**config.mk**
```make
export PLATFORM = sky130hd
export DESIGN_NAME = pid_controller_clamped
export DESIGN_NICKNAME = d
export VERILOG_FILES = /design/src/rtl/pidc_pkg.sv /design/src/rtl/pid_controller_clamped.sv /design/src/rtl/pidc_div.sv /design/src/rtl/pidc_mac.sv
export SDC_FILE = /design/constraint.sdc
export NUM_CORES = 2
export LEC_CHECK = 0
export BUFFER_PORTS_ARGS = -buffer_cell sky130_fd_sc_hd__buf_4
export CORE_ASPECT_RATIO = 0.5
export CORE_MARGIN = 2
export CORE_UTILIZATION = 50
export CTS_CLUSTER_SIZE = 16
export DETAILED_ROUTE_END_ITERATION = 8
export PLACE_DENSITY = 0.77
export SETUP_SLACK_MARGIN = 0.1
export SLEW_MARGIN = 20
export SYNTH_ARGS = -nofsm -noshare
export SYNTH_HDL_FRONTEND = slang
export SYNTH_SLANG_ARGS = --single-unit
```
**constraint.sdc**
```tcl
create_clock -name i_clk -period 16.5 [get_ports i_clk]
set_clock_uncertainty 0.15 [all_clocks]
set_input_delay 0 -clock i_clk [delete_from_list [all_inputs] [get_ports i_clk]]
set_output_delay 0 -clock i_clk [all_outputs]
set_load 0.02 [all_outputs]
```
**src/rtl/pidc_pkg.sv**
```systemverilog
// Shared types, constants and codes for the clamped PID controller.
package pidc_pkg;

    localparam int SUM_WIDTH  = 48;
    localparam int DATA_W     = 32;
    localparam int DT_W       = 24;
    localparam int FRAC_SHIFT = 16;
    localparam int NUM_W      = DATA_W + FRAC_SHIFT;
    localparam int SUM_LO_W   = SUM_WIDTH / 2;
    localparam int SUM_HI_W   = SUM_WIDTH - SUM_LO_W;
    localparam int OPND_W     = DATA_W + 1;
    localparam int PROD_W     = DATA_W + OPND_W;
    localparam int ACC_W      = SUM_WIDTH + DATA_W + 2;
    localparam int DIV_CNT_W  = $clog2(NUM_W);
    localparam int CFG_IDX_W  = 3;
    localparam int STEP_W     = 3;

    typedef logic signed [DATA_W-1:0]    t_data;
    typedef logic signed [DATA_W:0]      t_diff;
    typedef logic signed [OPND_W-1:0]    t_opnd;
    typedef logic signed [PROD_W-1:0]    t_prod;
    typedef logic signed [ACC_W-1:0]     t_acc;
    typedef logic signed [SUM_WIDTH-1:0] t_sum;
    typedef logic signed [SUM_WIDTH:0]   t_sum_ext;
    typedef logic [STEP_W-1:0]           t_step;
    typedef logic [CFG_IDX_W-1:0]        t_cfg_idx;

    localparam t_data DATA_MAX   = {1'b0, {(DATA_W-1){1'b1}}};
    localparam t_data DATA_MIN   = {1'b1, {(DATA_W-1){1'b0}}};
    localparam t_data PREV_RESET = t_data'(409600000);
    localparam t_sum  SUM_MAX    = {1'b0, {(SUM_WIDTH-1){1'b1}}};
    localparam t_sum  SUM_MIN    = {1'b1, {(SUM_WIDTH-1){1'b0}}};

    localparam t_cfg_idx REG_PGAIN = t_cfg_idx'(0);
    localparam t_cfg_idx REG_IGAIN = t_cfg_idx'(1);
    localparam t_cfg_idx REG_DGAIN = t_cfg_idx'(2);
    localparam t_cfg_idx REG_OMAX  = t_cfg_idx'(3);
    localparam t_cfg_idx REG_OMIN  = t_cfg_idx'(4);

    localparam t_step MUL_P     = t_step'(0);
    localparam t_step MUL_I_LO  = t_step'(1);
    localparam t_step MUL_I_HI  = t_step'(2);
    localparam t_step MUL_D     = t_step'(3);
    localparam t_step MUL_DRAIN = t_step'(4);

    typedef enum logic [2:0] {
        S_IDLE,
        S_DIV,
        S_MUL,
        S_FIN,
        S_CLAMP
    } t_state;

    typedef struct packed {
        logic clr;
        logic vld;
        logic hi;
    } t_mac_ctl;

endpackage

```
**src/rtl/pid_controller_clamped.sv**
```systemverilog
// Top level of the fixed-point PID controller with output clamp.
// Usage:
//   Config channel (i_cfg_valid/o_cfg_ready, i_cfg_index, i_cfg_data) writes the three
//   Q16.16 gains and the Q20.12 output limits; it is always ready. The user must write
//   it only while the block is idle (not enforced). Indexes beyond the list are ignored.
//   Input channel (i_in_valid/o_in_ready) takes one error sample and time step per
//   transaction; o_in_ready is high only while the sequencer is idle.
//   Output channel (o_out_valid/i_out_ready) returns the clamped control value and
//   the clamp flag, one transaction per input.
//   The sequencer stays busy from an input transaction until its result is loaded:
//   the 48-step restoring divider for the derivative runs unless time_step is zero,
//   then the four products share one multiplier. No new input is taken before the
//   previous result has been loaded into the output register.
//   The result sits in an output register, so a new input is taken while it waits.
//   If the receiver stalls and that register is still full when the next result is
//   ready, the sequencer holds until it drains.
//   Reset restores the register defaults, clears the error sum and loads the previous
//   error with 100000.0; no output is pending after reset.
module pid_controller_clamped (
    input  logic                           i_clk,
    input  logic                           i_rst_n,
    input  logic                           i_cfg_valid,
    output logic                           o_cfg_ready,
    input  logic [pidc_pkg::CFG_IDX_W-1:0] i_cfg_index,
    input  logic [pidc_pkg::DATA_W-1:0]    i_cfg_data,
    input  logic                           i_in_valid,
    output logic                           o_in_ready,
    input  logic signed [pidc_pkg::DATA_W-1:0] i_error_sample,
    input  logic [pidc_pkg::DT_W-1:0]      i_time_step,
    output logic                           o_out_valid,
    input  logic                           i_out_ready,
    output logic signed [pidc_pkg::DATA_W-1:0] o_control_out,
    output logic                           o_clamped
);

    pidc_pkg::t_state   r_state, n_state;
    pidc_pkg::t_data    r_pgain, r_igain, r_dgain, r_omax, r_omin;
    pidc_pkg::t_data    r_prev, r_deriv, r_total, r_ctl;
    pidc_pkg::t_sum     r_sum;
    pidc_pkg::t_step    r_step;
    logic               r_neg, r_dt_zero, r_out_valid, r_clamped;

    logic                       w_accept, w_cfg_we, w_div_start, w_div_done, w_load;
    logic [pidc_pkg::NUM_W-1:0] w_quot, w_num;
    pidc_pkg::t_diff            w_diff, w_mag;
    pidc_pkg::t_sum_ext         w_sum_ext;
    pidc_pkg::t_sum             w_sum_sat;
    pidc_pkg::t_data            w_deriv, w_total, w_lo, w_ctl, w_gain;
    pidc_pkg::t_opnd            w_opnd;
    pidc_pkg::t_acc             w_acc;
    pidc_pkg::t_mac_ctl         w_mac_ctl;
    logic [pidc_pkg::ACC_W-pidc_pkg::FRAC_SHIFT-pidc_pkg::DATA_W:0] w_acc_hi;

    assign o_cfg_ready   = 1'b1;
    assign w_cfg_we      = i_cfg_valid;
    assign w_accept      = i_in_valid && o_in_ready;
    assign o_out_valid   = r_out_valid;
    assign o_control_out = r_ctl;
    assign o_clamped     = r_clamped;

    // derivative numerator magnitude, Q.28
    assign w_diff = pidc_pkg::t_diff'(i_error_sample) - pidc_pkg::t_diff'(r_prev);
    assign w_mag  = w_diff[pidc_pkg::DATA_W] ? pidc_pkg::t_diff'(-w_diff) : w_diff;
    assign w_num  = {w_mag[pidc_pkg::DATA_W-1:0], {pidc_pkg::FRAC_SHIFT{1'b0}}};

    assign w_sum_ext = pidc_pkg::t_sum_ext'(r_sum) + pidc_pkg::t_sum_ext'(i_error_sample);

    always_comb begin
        if (w_sum_ext[pidc_pkg::SUM_WIDTH] != w_sum_ext[pidc_pkg::SUM_WIDTH-1]) begin
            w_sum_sat = w_sum_ext[pidc_pkg::SUM_WIDTH] ? pidc_pkg::SUM_MIN : pidc_pkg::SUM_MAX;
        end else begin
            w_sum_sat = w_sum_ext[pidc_pkg::SUM_WIDTH-1:0];
        end
    end

    always_comb begin
        if (r_dt_zero) begin
            w_deriv = '0;
        end else if (r_neg) begin
            if ((|w_quot[pidc_pkg::NUM_W-1:pidc_pkg::DATA_W]) ||
                (w_quot[pidc_pkg::DATA_W-1] && (|w_quot[pidc_pkg::DATA_W-2:0]))) begin
                w_deriv = pidc_pkg::DATA_MIN;
            end else begin
                w_deriv = pidc_pkg::t_data'(-w_quot[pidc_pkg::DATA_W-1:0]);
            end
        end else if (|w_quot[pidc_pkg::NUM_W-1:pidc_pkg::DATA_W-1]) begin
            w_deriv = pidc_pkg::DATA_MAX;
        end else begin
            w_deriv = pidc_pkg::t_data'(w_quot[pidc_pkg::DATA_W-1:0]);
        end
    end

    // floor shift by 16, then saturate to 32 bits
    assign w_acc_hi = w_acc[pidc_pkg::ACC_W-1:pidc_pkg::FRAC_SHIFT+pidc_pkg::DATA_W-1];

    always_comb begin
        if ((&w_acc_hi) || !(|w_acc_hi)) begin
            w_total = pidc_pkg::t_data'(
                w_acc[pidc_pkg::FRAC_SHIFT+pidc_pkg::DATA_W-1:pidc_pkg::FRAC_SHIFT]);
        end else begin
            w_total = w_acc[pidc_pkg::ACC_W-1] ? pidc_pkg::DATA_MIN : pidc_pkg::DATA_MAX;
        end
    end

    assign w_lo  = (r_total < r_omin) ? r_omin : r_total;
    assign w_ctl = (w_lo > r_omax) ? r_omax : w_lo;

    always_comb begin
        case (r_step)
            pidc_pkg::MUL_P: begin
                w_gain = r_pgain;
                w_opnd = pidc_pkg::t_opnd'(r_prev);
            end
            pidc_pkg::MUL_I_LO: begin
                w_gain = r_igain;
                w_opnd = pidc_pkg::t_opnd'({1'b0, r_sum[pidc_pkg::SUM_LO_W-1:0]});
            end
            pidc_pkg::MUL_I_HI: begin
                w_gain = r_igain;
                w_opnd = pidc_pkg::t_opnd'(
                    signed'(r_sum[pidc_pkg::SUM_WIDTH-1:pidc_pkg::SUM_LO_W]));
            end
            pidc_pkg::MUL_D: begin
                w_gain = r_dgain;
                w_opnd = pidc_pkg::t_opnd'(r_deriv);
            end
            default: begin
                w_gain = '0;
                w_opnd = '0;
            end
        endcase
    end

    always_comb begin
        n_state     = r_state;
        o_in_ready  = 1'b0;
        w_div_start = 1'b0;
        w_mac_ctl   = '0;
        w_load      = 1'b0;
        unique case (r_state)
            pidc_pkg::S_IDLE: begin
                o_in_ready = 1'b1;
                if (i_in_valid) begin
                    n_state     = pidc_pkg::S_DIV;
                    w_div_start = (i_time_step != '0);
                end
            end
            pidc_pkg::S_DIV: begin
                w_mac_ctl.clr = 1'b1;
                if (r_dt_zero || w_div_done) begin
                    n_state = pidc_pkg::S_MUL;
                end
            end
            pidc_pkg::S_MUL: begin
                w_mac_ctl.vld = (r_step != pidc_pkg::MUL_DRAIN);
                w_mac_ctl.hi  = (r_step == pidc_pkg::MUL_I_HI);
                if (r_step == pidc_pkg::MUL_DRAIN) begin
                    n_state = pidc_pkg::S_FIN;
                end
            end
            pidc_pkg::S_FIN: begin
                n_state = pidc_pkg::S_CLAMP;
            end
            pidc_pkg::S_CLAMP: begin
                if (!r_out_valid || i_out_ready) begin
                    w_load  = 1'b1;
                    n_state = pidc_pkg::S_IDLE;
                end
            end
            default: begin
                n_state = pidc_pkg::S_IDLE;
            end
        endcase
    end

    always_ff @(posedge i_clk) begin
        if (!i_rst_n) begin
            r_state     <= pidc_pkg::S_IDLE;
            r_pgain     <= '0;
            r_igain     <= '0;
            r_dgain     <= '0;
            r_omax      <= pidc_pkg::DATA_MAX;
            r_omin      <= pidc_pkg::DATA_MIN;
            r_prev      <= pidc_pkg::PREV_RESET;
            r_sum       <= '0;
            r_step      <= pidc_pkg::MUL_P;
            r_dt_zero   <= 1'b0;
            r_out_valid <= 1'b0;
        end else begin
            r_state <= n_state;
            if (w_cfg_we) begin
                unique case (i_cfg_index)
                    pidc_pkg::REG_PGAIN: r_pgain <= i_cfg_data;
                    pidc_pkg::REG_IGAIN: r_igain <= i_cfg_data;
                    pidc_pkg::REG_DGAIN: r_dgain <= i_cfg_data;
                    pidc_pkg::REG_OMAX:  r_omax  <= i_cfg_data;
                    pidc_pkg::REG_OMIN:  r_omin  <= i_cfg_data;
                    default: ;
                endcase
            end
            if (w_accept) begin
                r_prev    <= i_error_sample;
                r_sum     <= w_sum_sat;
                r_neg     <= w_diff[pidc_pkg::DATA_W];
                r_dt_zero <= (i_time_step == '0);
            end
            if (r_state == pidc_pkg::S_DIV) begin
                r_deriv <= w_deriv;
                r_step  <= pidc_pkg::MUL_P;
            end
            if (r_state == pidc_pkg::S_MUL) begin
                r_step <= r_step + pidc_pkg::t_step'(1);
            end
            if (r_state == pidc_pkg::S_FIN) begin
                r_total <= w_total;
            end
            if (w_load) begin
                r_ctl       <= w_ctl;
                r_clamped   <= (w_ctl != r_total);
                r_out_valid <= 1'b1;
            end else if (i_out_ready) begin
                r_out_valid <= 1'b0;
            end
        end
    end

    pidc_div u_div (
        .i_clk   (i_clk),
        .i_rst_n (i_rst_n),
        .i_start (w_div_start),
        .i_num   (w_num),
        .i_den   (i_time_step),
        .o_done  (w_div_done),
        .o_quot  (w_quot)
    );

    pidc_mac u_mac (
        .i_clk   (i_clk),
        .i_rst_n (i_rst_n),
        .i_ctl   (w_mac_ctl),
        .i_gain  (w_gain),
        .i_opnd  (w_opnd),
        .o_acc   (w_acc)
    );

endmodule

```
**src/rtl/pidc_div.sv**
```systemverilog
// Restoring unsigned divider, one quotient bit per cycle.
module pidc_div (
    input  logic                       i_clk,
    input  logic                       i_rst_n,
    input  logic                       i_start,
    input  logic [pidc_pkg::NUM_W-1:0] i_num,
    input  logic [pidc_pkg::DT_W-1:0]  i_den,
    output logic                       o_done,
    output logic [pidc_pkg::NUM_W-1:0] o_quot
);

    logic                           r_busy;
    logic                           r_done;
    logic [pidc_pkg::DIV_CNT_W-1:0] r_cnt;
    logic [pidc_pkg::DT_W-1:0]      r_rem;
    logic [pidc_pkg::DT_W-1:0]      r_den;
    logic [pidc_pkg::NUM_W-1:0]     r_quot;
    logic [pidc_pkg::DT_W:0]        w_trial;
    logic [pidc_pkg::DT_W:0]        w_diff;
    logic                           w_ge;

    assign w_trial = {r_rem, r_quot[pidc_pkg::NUM_W-1]};
    assign w_ge    = (w_trial >= {1'b0, r_den});
    assign w_diff  = w_trial - {1'b0, r_den};
    assign o_done  = r_done;
    assign o_quot  = r_quot;

    always_ff @(posedge i_clk) begin
        if (!i_rst_n) begin
            r_busy <= 1'b0;
            r_done <= 1'b0;
            r_cnt  <= '0;
        end else begin
            r_done <= 1'b0;
            if (i_start) begin
                r_busy <= 1'b1;
                r_cnt  <= '0;
                r_rem  <= '0;
                r_den  <= i_den;
                r_quot <= i_num;
            end else if (r_busy) begin
                r_rem  <= w_ge ? w_diff[pidc_pkg::DT_W-1:0] : w_trial[pidc_pkg::DT_W-1:0];
                r_quot <= {r_quot[pidc_pkg::NUM_W-2:0], w_ge};
                r_cnt  <= r_cnt + pidc_pkg::DIV_CNT_W'(1);
                if (r_cnt == pidc_pkg::DIV_CNT_W'(pidc_pkg::NUM_W - 1)) begin
                    r_busy <= 1'b0;
                    r_done <= 1'b1;
                end
            end
        end
    end

endmodule

```
**src/rtl/pidc_mac.sv**
```systemverilog
// Shared signed multiplier with registered product and wide accumulator.
module pidc_mac (
    input  logic               i_clk,
    input  logic               i_rst_n,
    input  pidc_pkg::t_mac_ctl i_ctl,
    input  pidc_pkg::t_data    i_gain,
    input  pidc_pkg::t_opnd    i_opnd,
    output pidc_pkg::t_acc     o_acc
);

    pidc_pkg::t_prod r_prod;
    logic            r_prod_vld;
    logic            r_prod_hi;
    pidc_pkg::t_acc  r_acc;
    pidc_pkg::t_acc  w_ext;
    pidc_pkg::t_acc  w_addend;

    assign w_ext    = pidc_pkg::t_acc'(r_prod);
    assign w_addend = r_prod_hi ? pidc_pkg::t_acc'(w_ext << pidc_pkg::SUM_LO_W) : w_ext;
    assign o_acc    = r_acc;

    always_ff @(posedge i_clk) begin
        if (!i_rst_n) begin
            r_prod_vld <= 1'b0;
            r_prod_hi  <= 1'b0;
        end else begin
            r_prod_vld <= i_ctl.vld;
            r_prod_hi  <= i_ctl.hi;
            r_prod     <= i_gain * i_opnd;
            if (i_ctl.clr) begin
                r_acc <= '0;
            end else if (r_prod_vld) begin
                r_acc <= r_acc + w_addend;
            end
        end
    end

endmodule

```
==> out/results.tsv <==
metric	value	unit
outcome	finished, final reports clean	
total of max-cap violations	0	
GP Congestion	1.015	
CP required	16.77	ns
pre-CTS setup slack	5.218	ns
clk_lat worst skew	0.71	ns
fin util	0.5530	
H-tree depth	2	
post-layout min period	11.53	ns
drt first pass iters	8	
critical path's largest stage delay	0.86	ns
crit path launch type	flip-flop	
Core Area	146500	um^2
Ys Warns	0	
GR met3 Demand/Resource	0.1071	
synthesized area per cell	8.879	um^2
Crit Path Class	reg2reg	
maximum vdd drop	91.69	uV
relative slew slack	0.1391	
final instance area	81030	um^2
largest net degree at the start of global routing	210	
Achievable Freq	86.72	MHz
worst path arrival time	11.80	ns
async set or reset register ratio after synthesis	0	
placed cells	10140	
Post-synth EDFFs	341	
CTS resizes	0	
CTS Hold Bufs	189	
I/O pins	132	
RSZ-0062 raised after global routing	false	
Residual DRC	0	
Post-Syn Area	74120	um^2
met2 Use GR	0.4735	
initial antenna violation count	12	
FF-to-FF Start	r_step[0]$_SDFFE_PN0P_	
hold crit path type	in2reg	
crit-path max FO	48	
final hold vios	0	
Top cell by count, worst path	fa_1	
TritonCTS clock tree	built	
Seq cells post-synth	599	
Leakage	36.84	nW
ys flop type	edfxtp_1	
fillers	12709	
full die area	151500	um^2
final wirelength	242.3	mm
pwr dens	65.86	nW/um^2
Final nets	10051	
Via density	5.948	
row count	99	
GR Layer Usage met1	0.4110	
synthesized netlist cell count	8348	
Starting DRT DRC Count	7447	
CTS Buffer Depth	3	
Layout area overhead	9.328	%
grt total ovfl	0	
final worst setup slack	4.969	ns
HP Start	i_error_sample[16]	
Die Y	276.2	um
remaining antenna violation count	0	
setup_tns	0	ns
critical path capture point type	flip-flop	
start point of the critical path	r_step[0]$_SDFFE_PN0P_	
Non-Filler Instances	10440	
Buffers on Ports	130	
Post-Place Cell Area	77170	um^2
fin. max-slew vios	0	
Sink Count	599	
Distinct cells, synth	90	
via count	62096	
gr usage total	0.3168	
Seq/Total Area, Yosys	0.2078	
Root Driver	clkbuf_16	
starting density of the core	0.5058	
Setup Fix Bufs, Post-CTS	0	
Final Cycle Share	0.6989	
Slew @ Worst Pin	1.291	ns
Final setup viols	0	
global-route wire length before repair	367.7	mm
CTS buffer count	58	
vias in the first global route	62178	
share of layout cells above drive strength 1	0.05715	
Avg WL per Cell	23.21	um
cell family with the largest share of critical-path delay	adder cells	
layer with the highest usage	met2	
die width	548.5	um
slowest CP cell	a221o_1	
clk slew on worst S/H paths	0.07	ns
CP Buf/Inv Count	6	
DPL Wire Length	178.8	mm
synthesized net count	9979	
[state kept, by name, indices dropped and copies added (netlist names), 3 cells and up]
register and count:
r_omax 32, o_control_out 32, u_div.o_quot 48, r_dgain 32, r_omin 32, r_state 3, r_total 32, u_mac.o_acc 82
u_div.r_cnt 6, r_step 3, r_sum 48, r_prev 32, u_div.r_den 24, u_mac.r_prod 65, r_deriv 32, r_igain 32
r_pgain 32, u_div.r_rem 24
[through the flow]
step	power [mW]	hold slack, ns
CTS	5.269	0.001574
global route	5.586	0.04567
finish	5.337	0.02489
global placement	3.791	0.03810
floorplan	3.210	-0.05113
detailed placement	3.827	0.03939
[logic make-up after synthesis]
logic type	synth area share
AND/OR/NAND/NOR	0.1515
adder cells (fa/ha/maj)	0.3702
other	0.00005059
AO/OA/AOI/OAI	0.1411
XOR/XNOR	0.03722
flip-flops	0.2078
buffers and inverters	0.08299
multiplexers	0.009065
[cell usage after synthesis, types with 10 or more instances]
cell / instances / area share
o211ai_1: 51 / 0.0052
or3_1: 26 / 0.0022
o21a_1: 31 / 0.0031
nor3b_1: 24 / 0.0024
o21ai_0: 324 / 0.022
nor2b_1: 68 / 0.0057
dfxtp_1: 258 / 0.070
nor2_1: 861 / 0.044
a211oi_1: 57 / 0.0058
a21o_1: 196 / 0.020
nand3_1: 75 / 0.0051
nand2_1: 1162 / 0.059
and2_1: 65 / 0.0055
edfxtp_1: 341 / 0.14
or2_2: 22 / 0.0019
ha_1: 441 / 0.074
a22oi_1: 32 / 0.0032
and4_1: 14 / 0.0017
a31oi_1: 24 / 0.0020
a221o_1: 37 / 0.0050
mux2i_1: 21 / 0.0028
a21oi_1: 403 / 0.027
nor3_1: 70 / 0.0047
o21bai_1: 43 / 0.0044
xor2_1: 143 / 0.017
nor4_1: 40 / 0.0034
a21boi_0: 173 / 0.018
a41oi_1: 10 / 0.0012
a221oi_1: 48 / 0.0057
nand2b_1: 43 / 0.0036
fa_1: 1094 / 0.30
inv_1: 1207 / 0.061
a31o_2: 11 / 0.0013
o41ai_1: 11 / 0.0013
and3_1: 39 / 0.0033
xnor2_1: 172 / 0.020
o31ai_1: 26 / 0.0026
mux2_2: 41 / 0.0062
a22o_1: 24 / 0.0028
nand4_1: 69 / 0.0058
clkbuf_1: 412 / 0.021
a211o_1: 15 / 0.0018
[final cells by class]
class	instances	area (um^2)	share of cell area
multi-input cells	6116	52900	0.6528
flip-flops and latches	599	15410	0.1901
inverters	1208	4534	0.05596
repair buffers	437	3774	0.04657
well taps	1969	2464	0.03040
clock buffers	79	1614	0.01992
clock inverters	30	337.8	0.004169
diodes	2	5.005	0.00006176
[path summary, 6_finish.rpt]
path	end	slack, ns	cells after the start
worst min register to register	r_pgain[23]$_SDFFE_PN0P_	0.32	2
worst min-delay path	r_prev[16]$_SDFFE_PN0P_	0.02	4
worst max register to register	u_mac.r_prod[64]$_DFFE_PP_	4.97	32
worst max-delay path	u_mac.r_prod[64]$_DFFE_PP_	4.97	32
[worst register-to-register path, delay by kind of cell (launching register included)]
kind	cells	cell delay, ns
xor gates and xnor gates	1	0.07
buffers and inverters	6	1.31
AOI/OAI and AO/OA	11	3.42
DFF	1	0.34
adders and majority gates	10	4.68
and+or+nand+nor	4	1.28
[metal layers]
layer  vias to the layer above  part of all wire  wire length (um)
li1                      27341                 -                 -
met1                     30381              0.38             92860
met2                      3541              0.42            102300
met3                       821              0.13             32060
met4                        12             0.062             14980
met5                         -           0.00069               168
[power breakdown]
part	total [mW]	internal, mW	switching (mW)	leakage (nW)
clock	1.42	0.758	0.658	0.955
combinational	2.04	0.748	1.29	30.6
sequential	1.88	1.75	0.131	5.33
[layout by cell type (no fill, tap or decap), drive strengths merged, types with 39 or more instances in the layout]
cell,instances
nor2b,68
nand4,69
clkbuf,79
a21o,196
and2,65
nor2,861
dlygate4sd3,189
o211ai,51
a21oi,403
nor4,40
inv,1210
nor3,72
ha,441
edfxtp,341
xor2,143
buf,248
a211oi,57
and3,39
nand3,75
nand2,1163
a21boi,173
fa,1094
nand2b,43
a221oi,48
xnor2,172
dfxtp,258
mux2,41
o21bai,43
o21ai,328
Note: power is estimated with default switching activity, not from simulation.
